[src/rtl/core/shlex_pkg.sv]
package shlex_pkg;

  // Byte codes the lexer reacts to.
  localparam logic [7:0] CH_PIPE   = 8'h7C;
  localparam logic [7:0] CH_GT     = 8'h3E;
  localparam logic [7:0] CH_LT     = 8'h3C;
  localparam logic [7:0] CH_DQUOTE = 8'h22;
  localparam logic [7:0] CH_LF     = 8'h0A;
  localparam logic [7:0] CH_NUL    = 8'h00;
  localparam logic [7:0] CH_SPACE  = 8'h20;
  localparam logic [7:0] CH_TAB    = 8'h09;
  localparam logic [7:0] CH_VT     = 8'h0B;
  localparam logic [7:0] CH_FF     = 8'h0C;
  localparam logic [7:0] CH_CR     = 8'h0D;
  localparam logic [7:0] CH_PRN_LO = 8'h20;
  localparam logic [7:0] CH_PRN_HI = 8'h7E;

  // Number of result bundles held between the front and the back.
  localparam int QUEUE_DEPTH = 4;

  typedef enum logic [1:0] {
    EV_VALUE  = 2'd0,
    EV_CLOSE  = 2'd1,
    EV_ACCEPT = 2'd2,
    EV_ERROR  = 2'd3
  } event_t;

  typedef enum logic [1:0] {
    KIND_QUOTED = 2'd0,
    KIND_WORD   = 2'd1,
    KIND_OPER   = 2'd2
  } kind_t;

  typedef enum logic [1:0] {
    ERR_MULTI   = 2'd0,
    ERR_OPERAND = 2'd1,
    ERR_QUOTE   = 2'd2,
    ERR_NPRINT  = 2'd3
  } err_t;

  typedef struct packed {
    event_t      ev;
    logic [7:0]  value_byte;
    kind_t       kind;
    err_t        err;
  } res_t;

  // All results caused by one input byte; count is 1 to 3, slot 0 goes out first.
  typedef struct packed {
    logic [1:0]      count;
    res_t [2:0]      slot;
  } bundle_t;

  function automatic res_t mk_res(event_t ev, logic [7:0] val, kind_t k, err_t e);
    res_t r;
    r.ev         = ev;
    r.value_byte = val;
    r.kind       = k;
    r.err        = e;
    return r;
  endfunction

endpackage

[src/rtl/core/shlex_if.sv]
interface shlex_char_if;
  logic       valid;
  logic       ready;
  logic [7:0] char_in;

  modport source(output valid, output char_in, input ready);
  modport sink(input valid, input char_in, output ready);
endinterface

interface shlex_res_if;
  logic       valid;
  logic       ready;
  logic [1:0] event_res;
  logic [7:0] value_byte;
  logic [1:0] token_kind;
  logic [1:0] error_code;
  logic       last;

  modport source(output valid, output event_res, output value_byte, output token_kind,
                 output error_code, output last, input ready);
  modport sink(input valid, input event_res, input value_byte, input token_kind,
               input error_code, input last, output ready);
endinterface

[src/rtl/core/shlex_front.sv]
module shlex_front (
  input  logic              clk,
  input  logic              rst,
  shlex_char_if.sink        chars,
  input  logic              full,
  output logic              push,
  output shlex_pkg::bundle_t push_data
);
  import shlex_pkg::*;

  typedef enum logic [2:0] {
    ST_START = 3'b001,
    ST_QUOTE = 3'b010,
    ST_WORD  = 3'b100
  } mode_t;

  mode_t      mode, mode_next;
  logic       seen_pipe, seen_pipe_next;
  logic       seen_out_redirect, seen_out_redirect_next;
  logic       have_operand, have_operand_next;
  logic       discard_to_eol, discard_to_eol_next;
  logic       line_reset;
  logic       accept;
  logic [7:0] c;
  logic       is_eol, is_prn, is_blank, is_oper;
  bundle_t    bundle;

  assign c        = chars.char_in;
  assign is_eol   = (c == CH_LF) || (c == CH_NUL);
  assign is_prn   = (c >= CH_PRN_LO) && (c <= CH_PRN_HI);
  assign is_blank = (c == CH_SPACE) || (c == CH_TAB) || (c == CH_VT) ||
                    (c == CH_FF) || (c == CH_CR);
  assign is_oper  = (c == CH_PIPE) || (c == CH_GT) || (c == CH_LT);

  assign chars.ready = !full;
  assign accept      = chars.valid && !full;
  assign push        = accept && (bundle.count != 2'd0);
  assign push_data   = bundle;

  always_comb begin
    mode_next              = mode;
    seen_pipe_next         = seen_pipe;
    seen_out_redirect_next = seen_out_redirect;
    have_operand_next      = have_operand;
    discard_to_eol_next    = discard_to_eol;
    line_reset             = 1'b0;
    bundle                 = '0;

    if (discard_to_eol) begin
      if (is_eol) begin
        discard_to_eol_next = 1'b0;
        line_reset          = 1'b1;
      end
    end else begin
      unique case (mode)
        ST_QUOTE: begin
          if (c == CH_DQUOTE) begin
            bundle.count      = 2'd1;
            bundle.slot[0]    = mk_res(EV_CLOSE, 8'h00, KIND_QUOTED, ERR_MULTI);
            have_operand_next = 1'b1;
            mode_next         = ST_START;
          end else if (is_prn) begin
            bundle.count   = 2'd1;
            bundle.slot[0] = mk_res(EV_VALUE, c, KIND_QUOTED, ERR_MULTI);
          end else begin
            bundle.count        = 2'd1;
            bundle.slot[0]      = mk_res(EV_ERROR, 8'h00, KIND_QUOTED,
                                         is_eol ? ERR_QUOTE : ERR_NPRINT);
            line_reset          = 1'b1;
            discard_to_eol_next = !is_eol;
          end
        end
        ST_WORD: begin
          if (is_eol) begin
            bundle.count   = 2'd2;
            bundle.slot[0] = mk_res(EV_CLOSE, 8'h00, KIND_WORD, ERR_MULTI);
            bundle.slot[1] = mk_res(EV_ACCEPT, 8'h00, KIND_QUOTED, ERR_MULTI);
            line_reset     = 1'b1;
          end else if (is_blank) begin
            bundle.count      = 2'd1;
            bundle.slot[0]    = mk_res(EV_CLOSE, 8'h00, KIND_WORD, ERR_MULTI);
            have_operand_next = 1'b1;
            mode_next         = ST_START;
          end else if (is_oper) begin
            if ((c == CH_PIPE) && seen_out_redirect) begin
              bundle.count        = 2'd1;
              bundle.slot[0]      = mk_res(EV_ERROR, 8'h00, KIND_QUOTED, ERR_OPERAND);
              line_reset          = 1'b1;
              discard_to_eol_next = 1'b1;
            end else if ((c == CH_LT) && seen_pipe) begin
              bundle.count        = 2'd1;
              bundle.slot[0]      = mk_res(EV_ERROR, 8'h00, KIND_QUOTED, ERR_MULTI);
              line_reset          = 1'b1;
              discard_to_eol_next = 1'b1;
            end else begin
              // The open word closes first, then the operator token.
              bundle.count      = 2'd3;
              bundle.slot[0]    = mk_res(EV_CLOSE, 8'h00, KIND_WORD, ERR_MULTI);
              bundle.slot[1]    = mk_res(EV_VALUE, c, KIND_QUOTED, ERR_MULTI);
              bundle.slot[2]    = mk_res(EV_CLOSE, 8'h00, KIND_OPER, ERR_MULTI);
              have_operand_next = 1'b0;
              mode_next         = ST_START;
              if (c == CH_PIPE) seen_pipe_next = 1'b1;
              if (c == CH_GT) seen_out_redirect_next = 1'b1;
            end
          end else if (is_prn) begin
            bundle.count   = 2'd1;
            bundle.slot[0] = mk_res(EV_VALUE, c, KIND_QUOTED, ERR_MULTI);
          end else begin
            bundle.count        = 2'd1;
            bundle.slot[0]      = mk_res(EV_ERROR, 8'h00, KIND_QUOTED, ERR_NPRINT);
            line_reset          = 1'b1;
            discard_to_eol_next = 1'b1;
          end
        end
        default: begin
          if (is_eol) begin
            bundle.count   = 2'd1;
            bundle.slot[0] = mk_res(EV_ACCEPT, 8'h00, KIND_QUOTED, ERR_MULTI);
            line_reset     = 1'b1;
          end else if (is_blank) begin
            mode_next = ST_START;
          end else if (c == CH_DQUOTE) begin
            mode_next = ST_QUOTE;
          end else if (is_oper) begin
            if (!have_operand || ((c == CH_PIPE) && seen_out_redirect)) begin
              bundle.count        = 2'd1;
              bundle.slot[0]      = mk_res(EV_ERROR, 8'h00, KIND_QUOTED, ERR_OPERAND);
              line_reset          = 1'b1;
              discard_to_eol_next = 1'b1;
            end else if ((c == CH_LT) && seen_pipe) begin
              bundle.count        = 2'd1;
              bundle.slot[0]      = mk_res(EV_ERROR, 8'h00, KIND_QUOTED, ERR_MULTI);
              line_reset          = 1'b1;
              discard_to_eol_next = 1'b1;
            end else begin
              bundle.count      = 2'd2;
              bundle.slot[0]    = mk_res(EV_VALUE, c, KIND_QUOTED, ERR_MULTI);
              bundle.slot[1]    = mk_res(EV_CLOSE, 8'h00, KIND_OPER, ERR_MULTI);
              have_operand_next = 1'b0;
              mode_next         = ST_START;
              if (c == CH_PIPE) seen_pipe_next = 1'b1;
              if (c == CH_GT) seen_out_redirect_next = 1'b1;
            end
          end else if (is_prn) begin
            bundle.count   = 2'd1;
            bundle.slot[0] = mk_res(EV_VALUE, c, KIND_QUOTED, ERR_MULTI);
            mode_next      = ST_WORD;
          end else begin
            bundle.count        = 2'd1;
            bundle.slot[0]      = mk_res(EV_ERROR, 8'h00, KIND_QUOTED, ERR_NPRINT);
            line_reset          = 1'b1;
            discard_to_eol_next = 1'b1;
          end
        end
      endcase
    end

    if (line_reset) begin
      mode_next              = ST_START;
      seen_pipe_next         = 1'b0;
      seen_out_redirect_next = 1'b0;
      have_operand_next      = 1'b0;
    end
  end

  always_ff @(posedge clk) begin
    if (rst) begin
      mode              <= ST_START;
      seen_pipe         <= 1'b0;
      seen_out_redirect <= 1'b0;
      have_operand      <= 1'b0;
      discard_to_eol    <= 1'b0;
    end else if (accept) begin
      mode              <= mode_next;
      seen_pipe         <= seen_pipe_next;
      seen_out_redirect <= seen_out_redirect_next;
      have_operand      <= have_operand_next;
      discard_to_eol    <= discard_to_eol_next;
    end
  end

endmodule

[src/rtl/core/shlex_queue.sv]
module shlex_queue #(
  parameter int Depth = shlex_pkg::QUEUE_DEPTH
) (
  input  logic               clk,
  input  logic               rst,
  input  logic               push,
  input  shlex_pkg::bundle_t push_data,
  output logic               full,
  input  logic               pop,
  output shlex_pkg::bundle_t head,
  output logic               empty
);
  import shlex_pkg::*;

  localparam int PtrW = (Depth > 1) ? $clog2(Depth) : 1;
  localparam int CntW = $clog2(Depth + 1);

  bundle_t             store [Depth];
  logic [PtrW-1:0]     wr_ptr, rd_ptr;
  logic [CntW-1:0]     fill;
  logic                do_push, do_pop;

  assign full    = (fill == CntW'(Depth));
  assign empty   = (fill == '0);
  assign do_push = push && !full;
  assign do_pop  = pop && !empty;
  assign head    = store[rd_ptr];

  always_ff @(posedge clk) begin
    if (do_push) store[wr_ptr] <= push_data;
  end

  always_ff @(posedge clk) begin
    if (rst) begin
      wr_ptr <= '0;
      rd_ptr <= '0;
      fill   <= '0;
    end else begin
      if (do_push) wr_ptr <= (wr_ptr == PtrW'(Depth - 1)) ? '0 : wr_ptr + 1'b1;
      if (do_pop) rd_ptr <= (rd_ptr == PtrW'(Depth - 1)) ? '0 : rd_ptr + 1'b1;
      case ({do_push, do_pop})
        2'b10:   fill <= fill + 1'b1;
        2'b01:   fill <= fill - 1'b1;
        default: fill <= fill;
      endcase
    end
  end

endmodule

[src/rtl/core/shlex_back.sv]
module shlex_back (
  input  logic               clk,
  input  logic               rst,
  input  shlex_pkg::bundle_t head,
  input  logic               empty,
  output logic               pop,
  shlex_res_if.source        results
);
  import shlex_pkg::*;

  logic [1:0] idx;
  logic       out_valid;
  res_t       out_res;
  logic       out_last;
  logic       load;
  logic       final_slot;

  assign load       = !empty && (!out_valid || results.ready);
  assign final_slot = (idx == (head.count - 2'd1));
  assign pop        = load && final_slot;

  always_ff @(posedge clk) begin
    if (rst) begin
      idx       <= 2'd0;
      out_valid <= 1'b0;
    end else begin
      if (load) begin
        out_valid <= 1'b1;
        idx       <= final_slot ? 2'd0 : idx + 2'd1;
      end else if (results.ready) begin
        out_valid <= 1'b0;
      end
    end
  end

  always_ff @(posedge clk) begin
    if (load) begin
      out_res  <= head.slot[idx];
      out_last <= final_slot;
    end
  end

  assign results.valid      = out_valid;
  assign results.event_res  = out_res.ev;
  assign results.value_byte = out_res.value_byte;
  assign results.token_kind = out_res.kind;
  assign results.error_code = out_res.err;
  assign results.last       = out_last;

endmodule

[src/rtl/core/shell_command_line_lexer.sv]
// Command-line lexer.
// Bytes of a command line enter on the chars channel, one byte per handshake;
// 0x0A or 0x00 ends a line. Every byte gives zero to three result words on the
// results channel: token value bytes, token-closed events with their kind,
// line accepted, or line error with a code. The last field marks the final
// result word of each byte; bytes that give no result (blanks, opening quotes,
// dropped bytes after an error) leave no trace on the output.
// A front stage runs the lexer automaton and accepts one byte per cycle while
// the queue is not full; it packs all results of a byte into one bundle and
// writes it to a queue of QueueDepth bundles. A back stage reads the queue and
// sends one result word per cycle while the receiver is ready; a byte's bundle
// is registered in the queue before the back stage loads its first result word
// into the registered output stage. Throughput: one byte per cycle while bytes
// give at most one result each and the receiver is ready; the words of a byte
// with two or three results go out one after another, and the queue absorbs
// the bursts. When the receiver stalls, the queue fills and chars.ready falls
// until space returns; nothing is dropped. Synchronous reset empties the queue
// and output stage and puts the lexer at the start of a fresh line.
module shell_command_line_lexer #(
  parameter int QueueDepth = shlex_pkg::QUEUE_DEPTH
) (
  input  logic        clk,
  input  logic        rst,
  shlex_char_if.sink  chars,
  shlex_res_if.source results
);
  import shlex_pkg::*;

  // Bundles travel from the front to the back through the queue.
  bundle_t push_data;
  bundle_t head;
  logic    push, full, pop, empty;

  shlex_front u_front (
    .clk       (clk),
    .rst       (rst),
    .chars     (chars),
    .full      (full),
    .push      (push),
    .push_data (push_data)
  );

  shlex_queue #(
    .Depth (QueueDepth)
  ) u_queue (
    .clk       (clk),
    .rst       (rst),
    .push      (push),
    .push_data (push_data),
    .full      (full),
    .pop       (pop),
    .head      (head),
    .empty     (empty)
  );

  shlex_back u_back (
    .clk     (clk),
    .rst     (rst),
    .head    (head),
    .empty   (empty),
    .pop     (pop),
    .results (results)
  );

endmodule

[src/flat_wrapper.sv]
// flat-port wrapper written by rule: the top's interface ports become plain ports
module shell_command_line_lexer_flat import shlex_pkg::*;
#(
  parameter int QueueDepth = shlex_pkg::QUEUE_DEPTH
)
  (clk, rst, chars_valid, chars_char_in, chars_ready, results_valid, results_event_res, results_value_byte, results_token_kind, results_error_code, results_last, results_ready);
  shlex_char_if chars_i ();
  shlex_res_if results_i ();
  input  logic clk;
  input  logic rst;
  input wire logic [$bits(chars_i.valid)-1:0] chars_valid;
  input wire logic [$bits(chars_i.char_in)-1:0] chars_char_in;
  output wire logic [$bits(chars_i.ready)-1:0] chars_ready;
  output wire logic [$bits(results_i.valid)-1:0] results_valid;
  output wire logic [$bits(results_i.event_res)-1:0] results_event_res;
  output wire logic [$bits(results_i.value_byte)-1:0] results_value_byte;
  output wire logic [$bits(results_i.token_kind)-1:0] results_token_kind;
  output wire logic [$bits(results_i.error_code)-1:0] results_error_code;
  output wire logic [$bits(results_i.last)-1:0] results_last;
  input wire logic [$bits(results_i.ready)-1:0] results_ready;
  assign chars_i.valid = chars_valid;
  assign chars_i.char_in = chars_char_in;
  assign chars_ready = chars_i.ready;
  assign results_valid = results_i.valid;
  assign results_event_res = results_i.event_res;
  assign results_value_byte = results_i.value_byte;
  assign results_token_kind = results_i.token_kind;
  assign results_error_code = results_i.error_code;
  assign results_last = results_i.last;
  assign results_i.ready = results_ready;
  shell_command_line_lexer #(.QueueDepth(QueueDepth)) u_core (.clk(clk), .rst(rst), .chars(chars_i), .results(results_i));
endmodule
[config.mk]
export PLATFORM = sky130hd
export DESIGN_NAME = shell_command_line_lexer_flat
export DESIGN_NICKNAME = d
export VERILOG_FILES = /design/src/rtl/core/shlex_pkg.sv /design/src/rtl/core/shlex_if.sv /design/src/rtl/core/shlex_front.sv /design/src/rtl/core/shlex_queue.sv /design/src/rtl/core/shlex_back.sv /design/src/rtl/core/shell_command_line_lexer.sv /design/src/flat_wrapper.sv
export SDC_FILE = /design/constraint.sdc
export NUM_CORES = 1
export LEC_CHECK = 0
export ABC_AREA = 1
export BUFFER_PORTS_ARGS = -buffer_cell sky130_fd_sc_hd__buf_4
export CAP_MARGIN = 15
export CORE_MARGIN = 5
export CORE_UTILIZATION = 25
export DETAILED_ROUTE_END_ITERATION = 16
export PLACE_DENSITY_LB_ADDON = 0.25
export RECOVER_POWER = 100
export SYNTH_ARGS = -nofsm -noshare
export SYNTH_HDL_FRONTEND = slang
export SYNTH_SLANG_ARGS = --single-unit
[constraint.sdc]
create_clock -name clk -period 9.85 [get_ports clk]
set_clock_uncertainty 0.2 [all_clocks]
set_input_delay 0.4925 -clock clk [delete_from_list [all_inputs] [get_ports clk]]
set_output_delay 0.4925 -clock clk [all_outputs]
set_load 0.02 [all_outputs]
==> results by group <==
Route
  – # DRC: 0
  – Via density: 4.39
  – DR iter-0 viols: 290
  – Drt pass-1 iters: 4
  – DR vias: 4271
  – WL per Instance: 15.0 µm
  – DRT antenna net count: 0
  – Final WL: 14.6 mm

Critical path
  – Slowest-stage cell, CP: clkbuf_1
  – Worst EP arrival: 6.08 ns
  – Worst R2R Setup Slack: 3.86 ns
  – Crit Path Max Fanout: 53
  – WP buf/inv: 3
  – R2r worst-path depth: 15
  – CP Depth: 15
  – Worst setup path end: u_core.u_queue.fill[2]
  – Critical Path RT: 9.95 ns
  – Critical path type: register to register
  – Crit path top cell by count: o21ai_0
  – Crit path largest cell delay: 1.55 ns
  – Delay-heaviest family, CP: buffers and inverters
  – Crit. End Element: register
  – CP Cell Sequence: clkbuf_1 -> inv_1 -> o21ai_0 -> o22ai_1 -> xor2_1 -> nand2_1 -> o21ai_0 -> nor2_1 -> ha_1 -> inv_1 -> fa_1 -> a21oi_1 -> o21ai_0 -> o21ai_0 -> a21oi_1
  – Type of origin of the critical path: register
  – FF-to-FF End: u_core.u_queue.fill[2]

Floorplanning
  – Placement row count: 57
  – Chip Width: 167 µm
  – Die H: 167 µm
  – Initial core utilization: 25.4%
  – Die Area: 28000 µm²
  – I/O pin cnt: 29
  – Total core area: 24300 µm²

Synth
  – Mapped Cells: 591
  – Ys flop type: edfxtp_1
  – Synth unique cells: 38
  – Synth warn: 0
  – Post-synth EDFFs: 119
  – #FFs+latches synth: 138
  – Mapped Avg Cell Area: 10.5 µm²
  – FFs w/ async S/R, synth: 0%
  – Post-synthesis sequential area ratio: 64.0%
  – Synthesized area: 6180 µm²

GRT
  – First-pass GRT wire length: 23.4 mm
  – Initial antenna violation count: 0
  – Largest net degree at the start of global routing: 54
  – Global-route usage over all layers: 10.7%
  – GRT Residual Overflow: 0
  – Vias in the first global route: 4228

Finish
  – Antenna Cells: 0
  – Fraction of layout cells with a size suffix above 1: 10.6%
  – Layout Nets: 655
  – Synthesis-to-layout area growth: 17.1%

Power
  – Sequential share of power: 40.2%
  – Logic gate share of total power: 27.6%
  – Clock group share of total power: 32.2%
  – Leakage: 2.70 nW
  – Sw Pwr: 0.000699 W
  – Sw Share: 34.3%
  – Pwr dens: 282 nW/µm²
  – Maximum VDD drop: 0.000123 V
  – Cell-internal power: 0.00134 W

Timing
  – Slew @ Worst Pin: 2.18 ns
  – RSZ-0062 raised after global routing: no
  – Final Max Slew Viols: 215
  – Crit share post-route: 60.8%
  – Endpoints failing setup: 0
  – Time the worst path needs with I/O delays and setup: 5.99 ns
  – Worst slew margin relative to its limit: -45.2%
  – F_max: 167 MHz
  – Setup TNS: 0 ns
  – Final WS setup: 3.86 ns
  – Final Hold Fails: 0

Clock network
  – Clock latency on the worst-skew pair: 0.41 ns
  – Hold Buf Count CTS: 0
  – Clock Root Buffer: clkbuf_16
  – Resized cells post-CTS: 0
  – Postcts setup bufs: 0
  – Htree depth: 4
  – Clk sinks: 138
  – CTS buffer count: 17
  – CTS tree: done
  – Max Buffers Root-to-Sink: 2
  – CTS clock-pin slew for the worst setup and hold paths: 0.06 ns

Placed design
  – Setup WS pre-CTS: 6.18 ns
  – Port Buffer Count: 28
  – Detailed placement HPWL: 9.17 mm
  – Final GP Congestion: 0.816

Outcome
  – Status: complete, but fails checks
  – Failing checks: max-capacitance violations, max-slew violations

Min path
  – Worst hold path type: primary input to register

Run
  – Max Cap Viol: 6
registers in the layout (all words and copies together) (netlist names), 2 cells and up, named ones only:
name and cells:
u_core.u_back.idx 2, u_core.u_back.results.error_code 2, u_core.u_back.results.event_res 2, u_core.u_back.results.token_kind 2, u_core.u_back.results.value_byte 8, u_core.u_front.mode 3
u_core.u_queue.fill 3, u_core.u_queue.rd_ptr 2, u_core.u_queue.store 104, u_core.u_queue.wr_ptr 2
cell usage after synthesis, types with 2 or more instances:
cell type  instances  area (µm²)
nand2_4            3        33.8
a31oi_1            4        25.0
a21oi_1           28         140
a21oi_2            2        17.5
nor2_2            10        62.6
inv_1             43         161
o21ai_1            5        25.0
nand2_2            5        31.3
nand3_4            3        52.6
nand4_1            3        18.8
nand3b_1           2        15.0
nor2_1            95         357
nor3_1            11        55.1
nand3_1           22         110
o22ai_1           25         156
clkbuf_1          20        75.1
ha_1               6        75.1
o21ai_0           64         320
dfxtp_1           19         380
nand2_1           72         270
clkinv_1           2        7.51
nand3_2            4        40.0
inv_2             10        37.5
edfxtp_1         119        3570
how the worst min path moves through the flow:
stage / cells after the start / to / startpoint / slack, ns
after CTS: 2 / u_core.u_front.mode[2] / rst / 0.13
after floorplan: 2 / u_core.u_queue.fill[1] / u_core.u_queue.fill[1] / 0.25
after global routing: 2 / u_core.u_front.mode[2] / rst / 0.13
final: 2 / u_core.u_front.seen_pipe / rst / 0.14
after global placement: 2 / u_core.u_queue.fill[1] / u_core.u_queue.fill[1] / 0.28
after detailed placement: 2 / u_core.u_queue.fill[1] / u_core.u_queue.fill[1] / 0.29
logic make-up after synthesis:
kind of cell | Yosys count | share of synthesized area (%)
buffers and inverters | 77 | 4.74
AO/OA/AOI/OAI | 134 | 12.1
XOR/XNOR | 1 | 0.142
other | 1 | 0.0607
AND/OR/NAND/NOR | 233 | 17.5
flip-flops | 138 | 64.0
adder cells (fa/ha/maj) | 7 | 1.54
cells in the final DEF, fill, tap and decap left out, types with 4 or more instances in the layout:
master / n
nand2_2: 4
clkinv_4: 4
buf_4: 11
o21ai_0: 67
a21oi_1: 31
inv_1: 46
inv_2: 7
nor2_1: 99
clkbuf_16: 17
dfxtp_1: 19
ha_1: 6
nor3_1: 12
clkbuf_1: 25
nand3_1: 26
nor2_2: 6
nand2_1: 76
conb_1: 12
edfxtp_1: 119
o22ai_1: 25
power by group through the flow:
| stage | clock network [W] | registers, W | logic [W] |
|---|---|---|---|
| 2_1_floorplan | 0 | 0.000859 | 0.000329 |
| 3_3_place_gp | 0 | 0.000833 | 0.000612 |
| 3_5_place_dp | 0 | 0.000831 | 0.000615 |
| 4_1_cts | 0.000672 | 0.000820 | 0.000617 |
| 5_1_grt | 0.000698 | 0.000832 | 0.000644 |
| 6_report | 0.000656 | 0.000819 | 0.000563 |
routing by layer:
metal	vias to the layer above	track usage, %	wire, µm
li1	2136	-	-
met1	2018	14.2	7040
met2	103	17.3	6780
met3	14	2.71	542
met4	0	3.14	224
met5	-	0	0
per-stage QoR:
step / total power, W / cell area [µm²] / hold WS (ns) / utilization, % / instances
after floorplan: 0.00119 / 6220 / 0.254 / - / 602
after global placement: 0.00144 / 6830 / 0.275 / 28.1 / 941
after detailed placement: 0.00145 / 6830 / 0.294 / 28.1 / 941
after CTS: 0.00211 / 7440 / 0.127 / 30.6 / 973
after global routing: 0.00217 / 7240 / 0.133 / 29.8 / 973
final: 0.00204 / 7240 / 0.140 / 29.8 / 973
area by class of cell:
type                            instances  area, µm²
Clock inverter                         15        190
Multi-Input combinational cell        387       1880
Timing Repair Buffer                   36        176
Inverter                               56        211
Tap cell                              324        405
Fill cell                            2518      17100
Sequential cell                       138       3950
Clock buffer                           17        425
Power figures use the tool's default switching activity.
